### src/rtl/dhf_pkg.sv
package dhf_pkg;

    localparam int NUM_CELLS    = 16;
    localparam int CELL_IDX_W   = $clog2(NUM_CELLS);
    localparam int CNT_W        = $clog2(NUM_CELLS + 1);
    localparam int VAL_W        = 16;
    localparam int DIV_W        = 64;
    localparam int WEIGHT_SHIFT = 40;
    localparam int CHI_NUM      = 599;
    localparam int CHI_DEN      = 100;
    localparam int PIPE_LAT     = 5;

    typedef struct packed {
        logic [VAL_W-1:0] depth;
        logic [VAL_W-1:0] sigma;
    } hyp_t;

    typedef struct packed {
        logic             start;
        logic [DIV_W-1:0] num;
        logic [DIV_W-1:0] den;
    } div_req_t;

    // Treat a zero sigma as one.
    function automatic logic [VAL_W-1:0] sigma_eff(input logic [VAL_W-1:0] s);
        sigma_eff = (s == '0) ? VAL_W'(1) : s;
    endfunction

endpackage

### src/rtl/dhf_cell.sv
module dhf_cell import dhf_pkg::*; (
    input  logic aclk,
    input  logic shift_en,
    input  hyp_t d_in,
    output hyp_t q
);

    hyp_t hyp_reg;

    // Take the neighbor's hypothesis whenever the ring moves.
    always_ff @(posedge aclk) begin
        if (shift_en) begin
            hyp_reg <= d_in;
        end
    end

    assign q = hyp_reg;

endmodule

### config.mk
export PLATFORM = sky130hd
export DESIGN_NAME = dhf_cell
export DESIGN_NICKNAME = d
export VERILOG_FILES = /design/src/rtl/dhf_pkg.sv /design/src/rtl/dhf_cell.sv
export SDC_FILE = /design/constraint.sdc
export NUM_CORES = 1
export LEC_CHECK = 0
export ABC_CLOCK_PERIOD_IN_PS = 900
export BUFFER_PORTS_ARGS = -buffer_cell sky130_fd_sc_hd__clkbuf_2
export CAP_MARGIN = 15
export CORE_MARGIN = 2
export CORE_UTILIZATION = 34
export DETAILED_ROUTE_END_ITERATION = 8
export PLACE_DENSITY = 0.79
export SLEW_MARGIN = 5
export SYNTH_ARGS = -nofsm -noshare
export SYNTH_HDL_FRONTEND = slang
export SYNTH_SLANG_ARGS = --single-unit
export TNS_END_PERCENT = 100
### constraint.sdc
create_clock -name aclk -period 0.9 [get_ports aclk]
set_input_delay 0.09 -clock aclk [delete_from_list [all_inputs] [get_ports aclk]]
set_output_delay 0.09 -clock aclk [all_outputs]
set_load 0.05 [all_outputs]
==> results.tsv <==
stage	metric	value	unit
global_routing	largest net degree at the start of global routing	18	
cells_and_area	ant diodes	0	
cells_and_area	Area growth syn-to-layout	113	%
place	placed cell count	130	
global_routing	vias in the first global route	765	
timing	final worst slack	-105	ps
place	Port Buffer Count	65	
synthesis	Synth top cells by count	edfxtp_1 (32)	
timing	Fin. Hold Viols	0	
global_routing	grt total ovfl	0	
detailed_routing	Pre-antenna DRT Iters	4	
floorplanning	io pins	66	
synthesis	asr flop ratio synth	0	
detailed_routing	Vias	716	
clock_network	CTS tree	done	
floorplanning	die area	0.00327	mm^2
critical_path	critical path fanouts, max	1	
clock_network	CTS clk-pin slew, worst paths	100	ps
synthesis	XOR/XNOR share of the synthesized area	0	
synthesis	area leader, netlist	edfxtp_1	
critical_path	Worst setup EP type	output port	
detailed_routing	initial drt markers	7	
clock_network	Setup Fix Bufs, Post-CTS	0	
floorplanning	Initial Utilization	0.355	
synthesis	multiplexer area fraction after synthesis	0	
synthesis	Cells after Synth	32	
power	LEAKAGE	0.876	nW
timing	min cycle time layout	1010	ps
detailed_routing	Remaining DRCs	0	
critical_path	Crit Path Class	reg2out	
synthesis	post-synth top area share	1.00	
critical_path	Startpoint Class	flip-flop	
critical_path	WP data required	810	ps
synthesis	Cell Area, Synth	961	um^2
clock_network	# H-tree levels	2	
clock_network	TritonCTS buffer count	5	
synthesis	syn avg cell area	30.0	um^2
critical_path	Top delay family on crit path	flip-flops	
critical_path	crit path buf inv count	1	
synthesis	Seq cells post-synth	32	
job	Max-cap violations	0	
power	Switching Fraction	0.271	
power	VDD IR max	0.00160	V
timing	final setup violation count	32	
timing	Slew Viols, Final	0	
timing	setup_tns	-2660	ps
floorplanning	Die Y-Extent	57.2	um
cells_and_area	#MultiIn Comb	0	
timing	unrepaired setup endpoints after global routing	true	
cells_and_area	Final Core Density	0.756	
global_routing	global-route wire length before repair	3440	um
min_path	HP Class	in2reg	
synthesis	top-count cell post-synth	edfxtp_1	
timing	final worst-path cycle share	1.12	
synthesis	area share of and/or/nand/nor cells after synthesis	0	
detailed_routing	Routed WL	2290	um
detailed_routing	Final ANT Viol Nets	0	
outcome	status	finished with violations	
critical_path	Slowest cell on crit path	edfxtp_1	
cells_and_area	final cell count without fillers	170	
synthesis	synth top area cells	edfxtp_1 (100%)	
synthesis	post-synthesis compound-gate area fraction	0	
power	internal power	0.00276	W
detailed_routing	drt via density	4.21	
critical_path	cell chain of the critical path	buf_8	
timing	normalized max-slew margin	0.922	
synthesis	post-synth cell types	1	
clock_network	clk buf depth	2	
global_routing	GRT Total Usage	0.153	
clock_network	CTS Root Buffer Type	clkbuf_4	
power	NetSw	0.00103	W
power	Seq pwr share	0.481	
clock_network	CTS Sinks	32	
synthesis	Syn. warnings	0	
power	Pwr Density	1850	mW/mm^2
cells_and_area	Nets	172	
cells_and_area	max FFs per register	32	
cells_and_area	area of the multi-input gates	0	um^2
power	Clock Power Share	0.274	
synthesis	syn_nets	66	
timing	Worst-Margin Slew	117	ps
synthesis	number of synthesized flops with an enable pin	32	
floorplanning	DIE WIDTH	57.2	um
critical_path	arrival time worst endpoint	920	ps
synthesis	sequential element share of the synthesized area	1.00	
floorplanning	Core ar.	0.00271	mm^2
critical_path	largest stage delay on the critical path	420	ps
cells_and_area	share of cells above drive strength 1	0.532	
global_routing	initial antenna violation count	0	
timing	Peak Freq	0.995	GHz
power	Comb power frac	0.244	
place	Final Wtd Congestion	0.599	
outcome	failing checks	setup timing	
synthesis	Synth Flop Type	edfxtp_1	
floorplanning	Placement Rows	19	
synthesis	post-synthesis adder-cell area fraction	0	
detailed_routing	average routed wire per standard cell	13.5	um
[final cells by class]
type | count | area, um^2
sequential | 32 | 961
clock inverter | 2 | 35.0
fill | 172 | 662
tap | 31 | 38.8
timing repair buffer | 99 | 972
clock buffer | 6 | 41.3
[per-layer routing]
| metal | GRT usage | vias up | part of all wire | routed length [um] |
|---|---|---|---|---|
| met4 | 0.0997 | 0 | 0.019 | 44 |
| met2 | 0.302 | 34 | 0.61 | 1390 |
| li1 | - | 343 | - | - |
| met5 | 0 | - | 0 | 0 |
| met3 | 0.0544 | 5 | 0.070 | 161 |
| met1 | 0.119 | 334 | 0.30 | 691 |
[stage by stage]
stage,hold slack [ps],total power [W],setup WS [ps],area [um^2]
floorplan,189,0.00225,209,961
global placement,267,0.00245,207,1370
detailed placement,269,0.00247,193,1370
CTS,173,0.00381,-150,2040
global route,187,0.00392,-155,2050
finish,194,0.00379,-105,2050
[cell usage in the layout, fill, tap and decap left out]
cell,n
clkbuf_4,5
edfxtp_1,32
clkinv_2,1
clkbuf_1,1
dlygate4sd3_1,32
buf_8,5
clkbuf_8,27
buf_12,2
clkbuf_2,33
bufinv_16,1
[power groups by stage]
stage	Clock [W]	Sequential, W	Combinational (W)
2_1_floorplan	0	0.00225	0
3_3_place_gp	0	0.00183	0.000626
3_5_place_dp	0	0.00183	0.000634
4_1_cts	0.00108	0.00182	0.000916
5_1_grt	0.00113	0.00183	0.000955
6_report	0.00104	0.00182	0.000926
[final timing paths]
path / start / to / slack, ps / cells past startpoint
setup / recovery: q[7] / q[7] / -110 / 1
hold / removal: shift_en / q[29] / 190 / 2
[kinds of logic after synthesis]
group,after synthesis
DFF,32
[what timing repair did]
action	4_1_cts	5_1_grt
setup endpoints to repair	32	32
endpoints found under the hold margin	32	0
resized for setup	64	5
hold buffers	32	0
No activity file was read; power rests on OpenSTA's default activity.
