**config.mk**
```make
export PLATFORM = sky130hd
export DESIGN_NAME = dhf_div
export DESIGN_NICKNAME = d
export VERILOG_FILES = /design/src/rtl/dhf_pkg.sv /design/src/rtl/dhf_div.sv
export SDC_FILE = /design/constraint.sdc
export NUM_CORES = 1
export LEC_CHECK = 0
export BUFFER_PORTS_ARGS = -buffer_cell sky130_fd_sc_hd__buf_4
export CAP_MARGIN = 5
export CORE_ASPECT_RATIO = 1.2
export CORE_MARGIN = 1.5
export CORE_UTILIZATION = 50
export CTS_CLUSTER_DIAMETER = 150
export DETAILED_ROUTE_END_ITERATION = 8
export GPL_ROUTABILITY_DRIVEN = 0
export PLACE_DENSITY = 0.75
export SYNTH_ARGS = -nofsm -noshare
export SYNTH_HDL_FRONTEND = slang
export SYNTH_SLANG_ARGS = --single-unit
```
**constraint.sdc**
```tcl
create_clock -name aclk -period 4 [get_ports aclk]
set_input_delay 0.4 -clock aclk [delete_from_list [all_inputs] [get_ports aclk]]
set_output_delay 0.4 -clock aclk [all_outputs]
set_load 0.03 [all_outputs]
```
**src/rtl/dhf_pkg.sv**
```systemverilog
package dhf_pkg;

    localparam int NUM_CELLS    = 16;
    localparam int CELL_IDX_W   = $clog2(NUM_CELLS);
    localparam int CNT_W        = $clog2(NUM_CELLS + 1);
    localparam int VAL_W        = 16;
    localparam int DIV_W        = 64;
    localparam int WEIGHT_SHIFT = 40;
    localparam int CHI_NUM      = 599;
    localparam int CHI_DEN      = 100;
    localparam int PIPE_LAT     = 5;

    typedef struct packed {
        logic [VAL_W-1:0] depth;
        logic [VAL_W-1:0] sigma;
    } hyp_t;

    typedef struct packed {
        logic             start;
        logic [DIV_W-1:0] num;
        logic [DIV_W-1:0] den;
    } div_req_t;

    // Treat a zero sigma as one.
    function automatic logic [VAL_W-1:0] sigma_eff(input logic [VAL_W-1:0] s);
        sigma_eff = (s == '0) ? VAL_W'(1) : s;
    endfunction

endpackage

```
**src/rtl/dhf_div.sv**
```systemverilog
module dhf_div import dhf_pkg::*; (
    input  logic             aclk,
    input  logic             aresetn,
    input  div_req_t         req,
    output logic             busy,
    output logic             done,
    output logic [DIV_W-1:0] quo
);

    localparam int STEP_W = $clog2(DIV_W);

    logic [DIV_W:0]    rem_reg, rem_sh, rem_step;
    logic [DIV_W-1:0]  quo_reg, den_reg;
    logic [STEP_W-1:0] step_reg;
    logic              busy_reg, done_reg, ge;

    // Restoring division, one quotient bit a cycle.
    always_comb begin
        rem_sh   = {rem_reg[DIV_W-1:0], quo_reg[DIV_W-1]};
        ge       = rem_sh >= {1'b0, den_reg};
        rem_step = ge ? rem_sh - {1'b0, den_reg} : rem_sh;
    end

    always_ff @(posedge aclk) begin
        if (!aresetn) begin
            busy_reg <= 1'b0;
            done_reg <= 1'b0;
            step_reg <= '0;
        end else begin
            done_reg <= 1'b0;
            if (req.start) begin
                rem_reg  <= '0;
                quo_reg  <= req.num;
                den_reg  <= req.den;
                step_reg <= '0;
                busy_reg <= 1'b1;
            end else if (busy_reg) begin
                rem_reg  <= rem_step;
                quo_reg  <= {quo_reg[DIV_W-2:0], ge};
                step_reg <= step_reg + STEP_W'(1);
                if (step_reg == STEP_W'(DIV_W - 1)) begin
                    busy_reg <= 1'b0;
                    done_reg <= 1'b1;
                end
            end
        end
    end

    assign busy = busy_reg;
    assign done = done_reg;
    assign quo  = quo_reg;

endmodule

```
==> results.md <==
* Initial antenna violation count at 1
* Placed cell areas at around 14000 um2
* Worst R2R Start: quo[63]$_DFFE_PP_
* First-iteration detailed-routing DRC count at 518
* Die Wd at between 100 and 150 um
* Die Area at between 20000 and 30000 um2
* First-pass GRT wire length at between 40000 and 50000 um
* Flop-to-flop setup slack at between 0.3 and 0.4 ns
* Peak supply drop at 0.300 mV
* CTS tree: built
* Placed cells at 1577
* CTS buffer count at 17
* Total routing usage reported by global routing at between 20% and 30%
* Worst-Margin Slew at between 0.8 and 0.9 ns
* Sink Count at 200
* Hold EP: den_reg[22]$_DFFE_PP_
* Hold WS at 0.118 ns
* Unrepaired setup endpoints after global routing: no
* CTS root buf: clkbuf_16
* Synth top area cells: edfxtp_1 48%, ha_1 6.8%, mux2_2 5.9%
* Post-place setup slack at about 0.28 ns
* Cell taking the most area after synthesis: edfxtp_1
* Drt pass-1 iters at 5
* Critical path class: flip-flop to flip-flop
* CTS H-tree lvls at 4
* Clock Skew at around 0.013 ns
* Syn avg cell area at between 10 and 15 um2
* Slew headroom at around two fifths
* I/O Buffers at just under 200
* Crit path launch type: flip-flop
* RR Endpoint: rem_reg[58]$_SDFFCE_PP0P_
* Static leakage at between 5 and 6 nW
* Syn nets at 1311
* Vias per std cell at around 5.6
* CP Max Fanout at 3
* Core Area at around 24000 um2
* Main flop type after synthesis: edfxtp_1
* # hold bufs at CTS at 0
* Final antenna-violating net count at 0
* Number of synthesized register bits at 200
* Final Total Pwr at 6.35 mW
* Power Density at 441 nW/um2
* Number of global-route vias before repair at between 9000 and 10000
* Sequential share of the synthesized area at roughly half
* Largest net degree at the start of global routing at 94
* Post-synth EDFFs at ~190
* Cell variety after synth at 67
* Post-synth top area share at 47.9%
* Clk pin slew, worst setup/hold paths at ~0.08 ns
* Final worst-path cycle share at about nine tenths
* IO Pins at 197
* Pins Over Slew Limit at 0
* Clock Path Buffers at 2
* Gate Count Post-Synth at ~1100
* Status: finished, final reports clean
* Post-Layout Cell Count at ~1600
* DP HPWL at 21000 um
* R2R depth at 13
* Area delta synth->final at 19.6%
* DRT Wirelength at between 20000 and 30000 um
* Hold Path Class: input pin to flip-flop
* Drt drc at 0
* Endpoints failing hold at 0
* Final setup fails at 0
* Async SR Flop Fraction at 0%
* Die Ht at 173 um
* Drt wl/cell at between 15 and 20 um
* Yosys warning total at 0
* Critical Path End Type: flip-flop
* Initial core utilization at a little over 50%
* Max Cap Viol at 0
* Hold Path Stages at 1
* Via count at 9019
* FP Rows at between 60 and 70
* Hold Crit Start: req[22]
* Achievable frequency at 0.277 GHz
* Post-route minimum period at between 3 and 4 ns
* Final Instance Area at 14400 um2
* Fin worst setup slack at between 0.3 and 0.4 ns
* Mapped Area at ~12000 um2
* Required time of the critical path at ~4.2 ns
* Setup TNS at 0 ns
* Worst-Skew Late Latency at approximately 0.45 ns
* Crit path DAT at around 3.8 ns
* Share of cells above drive strength 1 at around a quarter
* # nets final at ~1500
* Final core occ at 60.5%
* Grt total ovfl at 0
-- repair_timing --
| action | CTS | global route |
|---|---|---|
| setup endpoints to repair | 0 | 5 |
| gates resized for setup | 0 | 1 |
| buffers inserted | 0 | 0 |
-- worst max-delay path, stage by stage, from the launching register on --
cell       delay [ns]
edfxtp_1         0.39
inv_1            0.08
ha_1             0.24
fa_1             0.41
nor2b_1          0.19
o21bai_1         0.14
a2111oi_1        0.54
o2111ai_1        0.20
o211a_1          0.25
o21ai_0          0.25
o21a_1           0.25
a21boi_0         0.14
xnor2_1          0.16
o21ai_0          0.11
-- how the worst max path moves through the flow --
stage	slack (ns)	startpoint	end
after floorplan	0.79	quo[63]$_DFFE_PP_	rem_reg[26]$_SDFFCE_PP0P_
after global placement	0.29	quo[63]$_DFFE_PP_	rem_reg[34]$_SDFFCE_PP0P_
after detailed placement	0.28	quo[63]$_DFFE_PP_	rem_reg[34]$_SDFFCE_PP0P_
after CTS	0.27	quo[63]$_DFFE_PP_	rem_reg[34]$_SDFFCE_PP0P_
after global routing	0.04	quo[63]$_DFFE_PP_	rem_reg[50]$_SDFFCE_PP0P_
final	0.38	quo[63]$_DFFE_PP_	rem_reg[58]$_SDFFCE_PP0P_
-- synth_stat cells (all sizes together) (22+ instances only) --
master	number
edfxtp	192
inv	93
nor2	89
a21oi	83
ha	65
mux2	63
nand2	59
mux2i	55
o21ai	51
clkbuf	43
xnor2	40
nand4	31
a21o	29
nand3	27
xor2	26
buf	22
-- power breakdown --
part	total [mW]	switching [mW]	internal [mW]	leakage (nW)
clock network	1.90	0.836	1.07	0.304
registers	2.61	0.0842	2.52	1.90
logic	1.84	1.06	0.783	3.78
total	6.35	1.98	4.37	5.98
-- final cells by class --
type                            instances  area [um2]
Antenna cell                            1        2.50
Clock buffer                           18         429
Clock inverter                         14         211
Fill cell                            1974        9410
Inverter                               93         349
Multi-Input combinational cell        756        5490
Sequential cell                       200        5930
Tap cell                              320         400
Timing Repair Buffer                  208        1600
-- per-layer routing --
layer	global-route usage [%]	up-vias	wire length (um)
li1	-	4388	-
met4	11.4	0	1000
met2	38.8	306	13800
met3	6.04	62	1880
met5	0	-	0
met1	27.9	4263	11700
-- cell families after synthesis --
kind of cell             after synthesis  synth area share (%)
AO/OA/AOI/OAI                        246                  13.1
XOR/XNOR                              66                  4.80
adder cells (fa/ha/maj)               66                  6.92
buffers and inverters                158                  5.35
flip-flops                           200                  49.2
multiplexers                         118                  10.5
AND/OR/NAND/NOR                      260                  10.2
-- cell usage in the layout (no fill, tap or decap), types with 27 or more instances in the layout --
master    netlist  routed
mux2i_1        55      55
o21ai_0        43      43
ha_1           65      65
a21oi_1        82      82
nand4_1        31      31
inv_1          93      93
buf_4           3     205
xnor2_1        40      40
nand3_1        27      27
mux2_2         63      63
nand2_1        59      59
nor2_1         89      89
a21o_1         29      29
edfxtp_1      192     192
No activity file was read; power rests on OpenSTA's default activity.
