**src/rtl/dhf_pkg.sv**
```systemverilog
package dhf_pkg;

    localparam int NUM_CELLS    = 16;
    localparam int CELL_IDX_W   = $clog2(NUM_CELLS);
    localparam int CNT_W        = $clog2(NUM_CELLS + 1);
    localparam int VAL_W        = 16;
    localparam int DIV_W        = 64;
    localparam int WEIGHT_SHIFT = 40;
    localparam int CHI_NUM      = 599;
    localparam int CHI_DEN      = 100;
    localparam int PIPE_LAT     = 5;

    typedef struct packed {
        logic [VAL_W-1:0] depth;
        logic [VAL_W-1:0] sigma;
    } hyp_t;

    typedef struct packed {
        logic             start;
        logic [DIV_W-1:0] num;
        logic [DIV_W-1:0] den;
    } div_req_t;

    // Treat a zero sigma as one.
    function automatic logic [VAL_W-1:0] sigma_eff(input logic [VAL_W-1:0] s);
        sigma_eff = (s == '0) ? VAL_W'(1) : s;
    endfunction

endpackage

```
**src/rtl/dhf_isqrt.sv**
```systemverilog
module dhf_isqrt import dhf_pkg::*; (
    input  logic               aclk,
    input  logic               aresetn,
    input  logic               start,
    input  logic [DIV_W-1:0]   x,
    output logic               done,
    output logic [DIV_W/2-1:0] root
);

    logic [DIV_W-1:0] x_reg, r_reg, bit_reg, sum;
    logic             busy_reg, done_reg;

    assign sum = r_reg + bit_reg;

    // Digit-by-digit square root, two radicand bits a cycle.
    always_ff @(posedge aclk) begin
        if (!aresetn) begin
            busy_reg <= 1'b0;
            done_reg <= 1'b0;
        end else begin
            done_reg <= 1'b0;
            if (start) begin
                x_reg    <= x;
                r_reg    <= '0;
                bit_reg  <= DIV_W'(1) << (DIV_W - 2);
                busy_reg <= 1'b1;
            end else if (busy_reg) begin
                if (x_reg >= sum) begin
                    x_reg <= x_reg - sum;
                    r_reg <= (r_reg >> 1) + bit_reg;
                end else begin
                    r_reg <= r_reg >> 1;
                end
                bit_reg <= bit_reg >> 2;
                if (bit_reg[0]) begin
                    busy_reg <= 1'b0;
                    done_reg <= 1'b1;
                end
            end
        end
    end

    assign done = done_reg;
    assign root = r_reg[DIV_W/2-1:0];

endmodule

```
**config.mk**
```make
export PLATFORM = sky130hd
export DESIGN_NAME = dhf_isqrt
export DESIGN_NICKNAME = d
export VERILOG_FILES = /design/src/rtl/dhf_pkg.sv /design/src/rtl/dhf_isqrt.sv
export SDC_FILE = /design/constraint.sdc
export NUM_CORES = 1
export LEC_CHECK = 0
export ABC_CLOCK_PERIOD_IN_PS = 16580
export BUFFER_PORTS_ARGS = -buffer_cell sky130_fd_sc_hd__buf_2
export CAP_MARGIN = 10
export CORE_MARGIN = 2
export CORE_UTILIZATION = 30
export CTS_BUF_LIST = sky130_fd_sc_hd__clkbuf_16
export DETAILED_ROUTE_END_ITERATION = 8
export GPL_ROUTABILITY_DRIVEN = 0
export GPL_TIMING_DRIVEN = 0
export HOLD_SLACK_MARGIN = 0.12
export PLACE_DENSITY = 0.49
export SYNTH_ARGS = -nofsm -noshare
export SYNTH_HDL_FRONTEND = slang
export SYNTH_SLANG_ARGS = --single-unit
export TNS_END_PERCENT = 50
```
**constraint.sdc**
```tcl
create_clock -name aclk -period 16.58 [get_ports aclk]
set_input_delay 3.316 -clock aclk [delete_from_list [all_inputs] [get_ports aclk]]
set_output_delay 3.316 -clock aclk [all_outputs]
set_load 0.01 [all_outputs]
```
==> impl_metrics.py <==
metrics = {
    "synthesis": {
        "synthTopCellsByArea": "edfxtp_1 (30%), ha_1 (10%), xor2_1 (4.9%)",
        "yosys-top-cells-count": "nand2_1 (206), nor2_1 (168), edfxtp_1 (160)",
        "yosysWarnings": 0,
        "netlist.area_leader.share": 0.3010,
        "postSynthAreaPerCell_um2": 8.459,
        "ys_types": 82,
        "syn_nets": 2085,
        "seq_area_frac_synth": 0.3035,
        "synth.ff_latch_count": 162,
        "synth_ff_type": "edfxtp_1",
        "synth_edf_count": 160,
        "post-synth-top-area-cell": "edfxtp_1",
        "synth.most_common_cell": "nand2_1",
        "synth-async-reset-ratio": 0,
        "synthesis.area_um2": 15960,
        "syn_inst": 1887,
    },
    "clocking": {
        "clock_latency_ns": 0.48,
        "clockBufferDepth": 2,
        "cts_tree": "done",
        "cts_made_buffers": 17,
        "ctsHoldBuffers": 0,
        "path_clk_slew_ns": 0.08,
        "post_cts_buffers": 0,
        "htree_levels": 4,
        "cts-resized-gates": 0,
        "cts_root_buf": "clkbuf_16",
        "cts.sinks": 162,
    },
    "placed_design": {
        "place_area_um2": 17400,
        "port-buffer-count": 99,
        "dpl.hpwl_um": 43260,
    },
    "drt": {
        "avgRoutedWirePerCell_um": 20.30,
        "vias": 15173,
        "drc": 0,
        "antenna_left": 0,
        "met2WireLength_um": 26180,
        "met1_length_um": 25280,
        "top_layer_used": "met4",
        "routed_wl_um": 55000,
        "drt-initial-drc-count": 1181,
        "dr_wl_met3_um": 2306,
        "first_pass_iters": 6,
        "viasPerCell": 5.601,
    },
    "sta": {
        "relSlewSlack": 0.2395,
        "period_share": 0.4912,
        "clock.fmax_mhz": 122.8,
        "hold_violations": 0,
        "setup_violations": 0,
        "slew_violations": 0,
        "fin_crit_ns": 8.144,
        "fin_tns_setup_ns": 0,
        "tightest_slew_ns": 1.141,
        "skew_ns": 0.01826,
        "rsz0062_at_grt": "no",
    },
    "floorplan": {
        "io_pins": 100,
        "die_area_um2": 55070,
        "core_um2": 52550,
        "initial_core_util": 0.3037,
        "fp.dieW_um": 234.7,
        "rows": 84,
        "die_h_um": 234.7,
    },
    "critical_path": {
        "crit_arrival_ns": 8.31,
        "cp_slowest_cell": "a2111oi_4",
        "rr_endpoint": "x_reg[38]$_DFFE_PP_",
        "path_depth": 22,
        "cpMostUsedCell": "ha_1",
        "start_kind": "flop",
        "critical_path.top_delay_family": "compound AO/OA/AOI/OAI gates",
        "critPathBufInv": 4,
        "cp_max_fo": 27,
        "rr_worst_depth": 22,
        "path_class": "reg -> reg",
        "crit_end": "x_reg[38]$_DFFE_PP_",
        "r2r-start": "bit_reg[0]$_SDFFCE_PP0P_",
        "endpoint_kind": "flop",
        "cpPeakStageDelay_ns": 0.97,
        "r2r_slack_ns": 8.44,
        "worst-endpoint-required_ns": 16.75,
        "startpoint": "bit_reg[0]$_SDFFCE_PP0P_",
        "crit_chain": "ha_1, ha_1, a211oi_2, o31ai_1, nor4b_1, or3_1, clkbuf_1, o31a_1, o2111ai_2, a21oi_1, nor2_1, xor2_1, ha_1, nand2_1, nor3_1, nand4_1, a2111oi_4, nor2_2, clkbuf_1, a21boi_4, buf_12, buf_12",
    },
    "finish": {
        "syn_to_final_growth_pct": 12.93,
        "fin_nets": 2206,
        "drive_gt1_frac": 0.1143,
        "final_area_um2": 18030,
        "diodes": 0,
    },
    "global_routing": {
        "antenna_found_initial": 1,
        "grt_max_degree": 62,
        "overflow": 0,
        "grt_use_total": 0.1950,
        "grt_pass1_wl_um": 84280,
        "grt_pass1_vias": 14624,
    },
    "min_path": {
        "hp-class": "reg -> reg",
    },
    "power_and_ir_drop": {
        "ir_worst_vdd_v": 0.00008106,
        "leakage_nw": 6.797,
        "p_per_area_nw_per_um2": 105.8,
    },
    "status": {
        "status": "completed",
    },
    "run": {
        "drv_cap": 0,
    },
}
[routing by layer]
| layer | up-vias | global-route usage |
|---|---|---|
| li1 | 7278 | - |
| met1 | 7351 | 0.2590 |
| met2 | 480 | 0.3284 |
| met3 | 64 | 0.02679 |
| met4 | 0 | 0.05811 |
| met5 | - | 0 |
[kinds of logic after synthesis]
group,count (synthesis),share of synthesized area
AND/OR/NAND/NOR,658,0.1960
AO/OA/AOI/OAI,617,0.2597
flip-flops,162,0.3035
XOR/XNOR,159,0.08725
buffers and inverters,155,0.04688
adder cells (fa/ha/maj),131,0.1032
multiplexers,5,0.003449
[power breakdown]
group | total (W) | internal (W) | switching [W]
clock network | 0.000448 | 0.000243 | 0.000205
registers | 0.000565 | 0.000518 | 0.0000470
logic | 0.000895 | 0.000341 | 0.000554
[cell type report]
cell class | count | area (um2)
clock inverters | 15 | 196.4
inverters | 40 | 150.1
repair buffers | 102 | 563.0
multi-input cells | 1570 | 10390
clock buffers | 17 | 425.4
flip-flops and latches | 162 | 4845
well taps | 688 | 860.8
plain buffers | 115 | 598.1
fillers | 5615 | 34520
[cell usage in the layout, fill, tap and decap left out, types with 8 or more instances in the layout]
| cell | instances |
|---|---|
| clkbuf_16 | 17 |
| and4_1 | 9 |
| nand4_1 | 48 |
| o21bai_1 | 48 |
| o31ai_1 | 11 |
| buf_2 | 106 |
| nor2b_1 | 49 |
| a211oi_1 | 22 |
| edfxtp_1 | 160 |
| o21ai_0 | 156 |
| xnor2_1 | 69 |
| o21a_1 | 23 |
| nand2b_1 | 15 |
| buf_4 | 34 |
| ha_1 | 130 |
| nand3_1 | 39 |
| clkbuf_1 | 69 |
| o211ai_1 | 12 |
| nor3_1 | 42 |
| nor4_1 | 10 |
| nor2_1 | 168 |
| a31o_2 | 10 |
| and2_1 | 17 |
| xor2_1 | 90 |
| a211oi_2 | 19 |
| inv_1 | 39 |
| a311oi_1 | 8 |
| nand2_1 | 206 |
| a21o_1 | 45 |
| a21oi_1 | 118 |
| and3_1 | 14 |
| a31oi_1 | 59 |
| or3_1 | 18 |
[metrics by stage]
stage                     utilization  std cells  setup WS [ns]  hold slack, ns  total power, W
after floorplan                     -       1887          5.070          0.4541        0.001213
after global placement         0.3295       2674        -0.3610          0.4724        0.001456
after detailed placement       0.3312       2677          8.596          0.4844        0.001460
after CTS                      0.3430       2709          8.530          0.5051        0.001912
after global routing           0.3430       2709          8.053          0.5216        0.002033
final                          0.3430       2709          8.436          0.5031        0.001908
[how the worst min path moves through the flow]
stage | slack (ns) | cells past startpoint | endpoint | startpoint
final | 0.50 | 1 | done$_SDFF_PP0_ | busy_reg$_SDFF_PN0_
after global routing | 0.52 | 1 | done$_SDFF_PP0_ | busy_reg$_SDFF_PN0_
after CTS | 0.51 | 1 | done$_SDFF_PP0_ | busy_reg$_SDFF_PN0_
after detailed placement | 0.48 | 1 | done$_SDFF_PP0_ | busy_reg$_SDFF_PN0_
after global placement | 0.47 | 1 | done$_SDFF_PP0_ | busy_reg$_SDFF_PN0_
after floorplan | 0.45 | 1 | done$_SDFF_PP0_ | busy_reg$_SDFF_PN0_
Note: power is estimated with default switching activity, not from simulation.
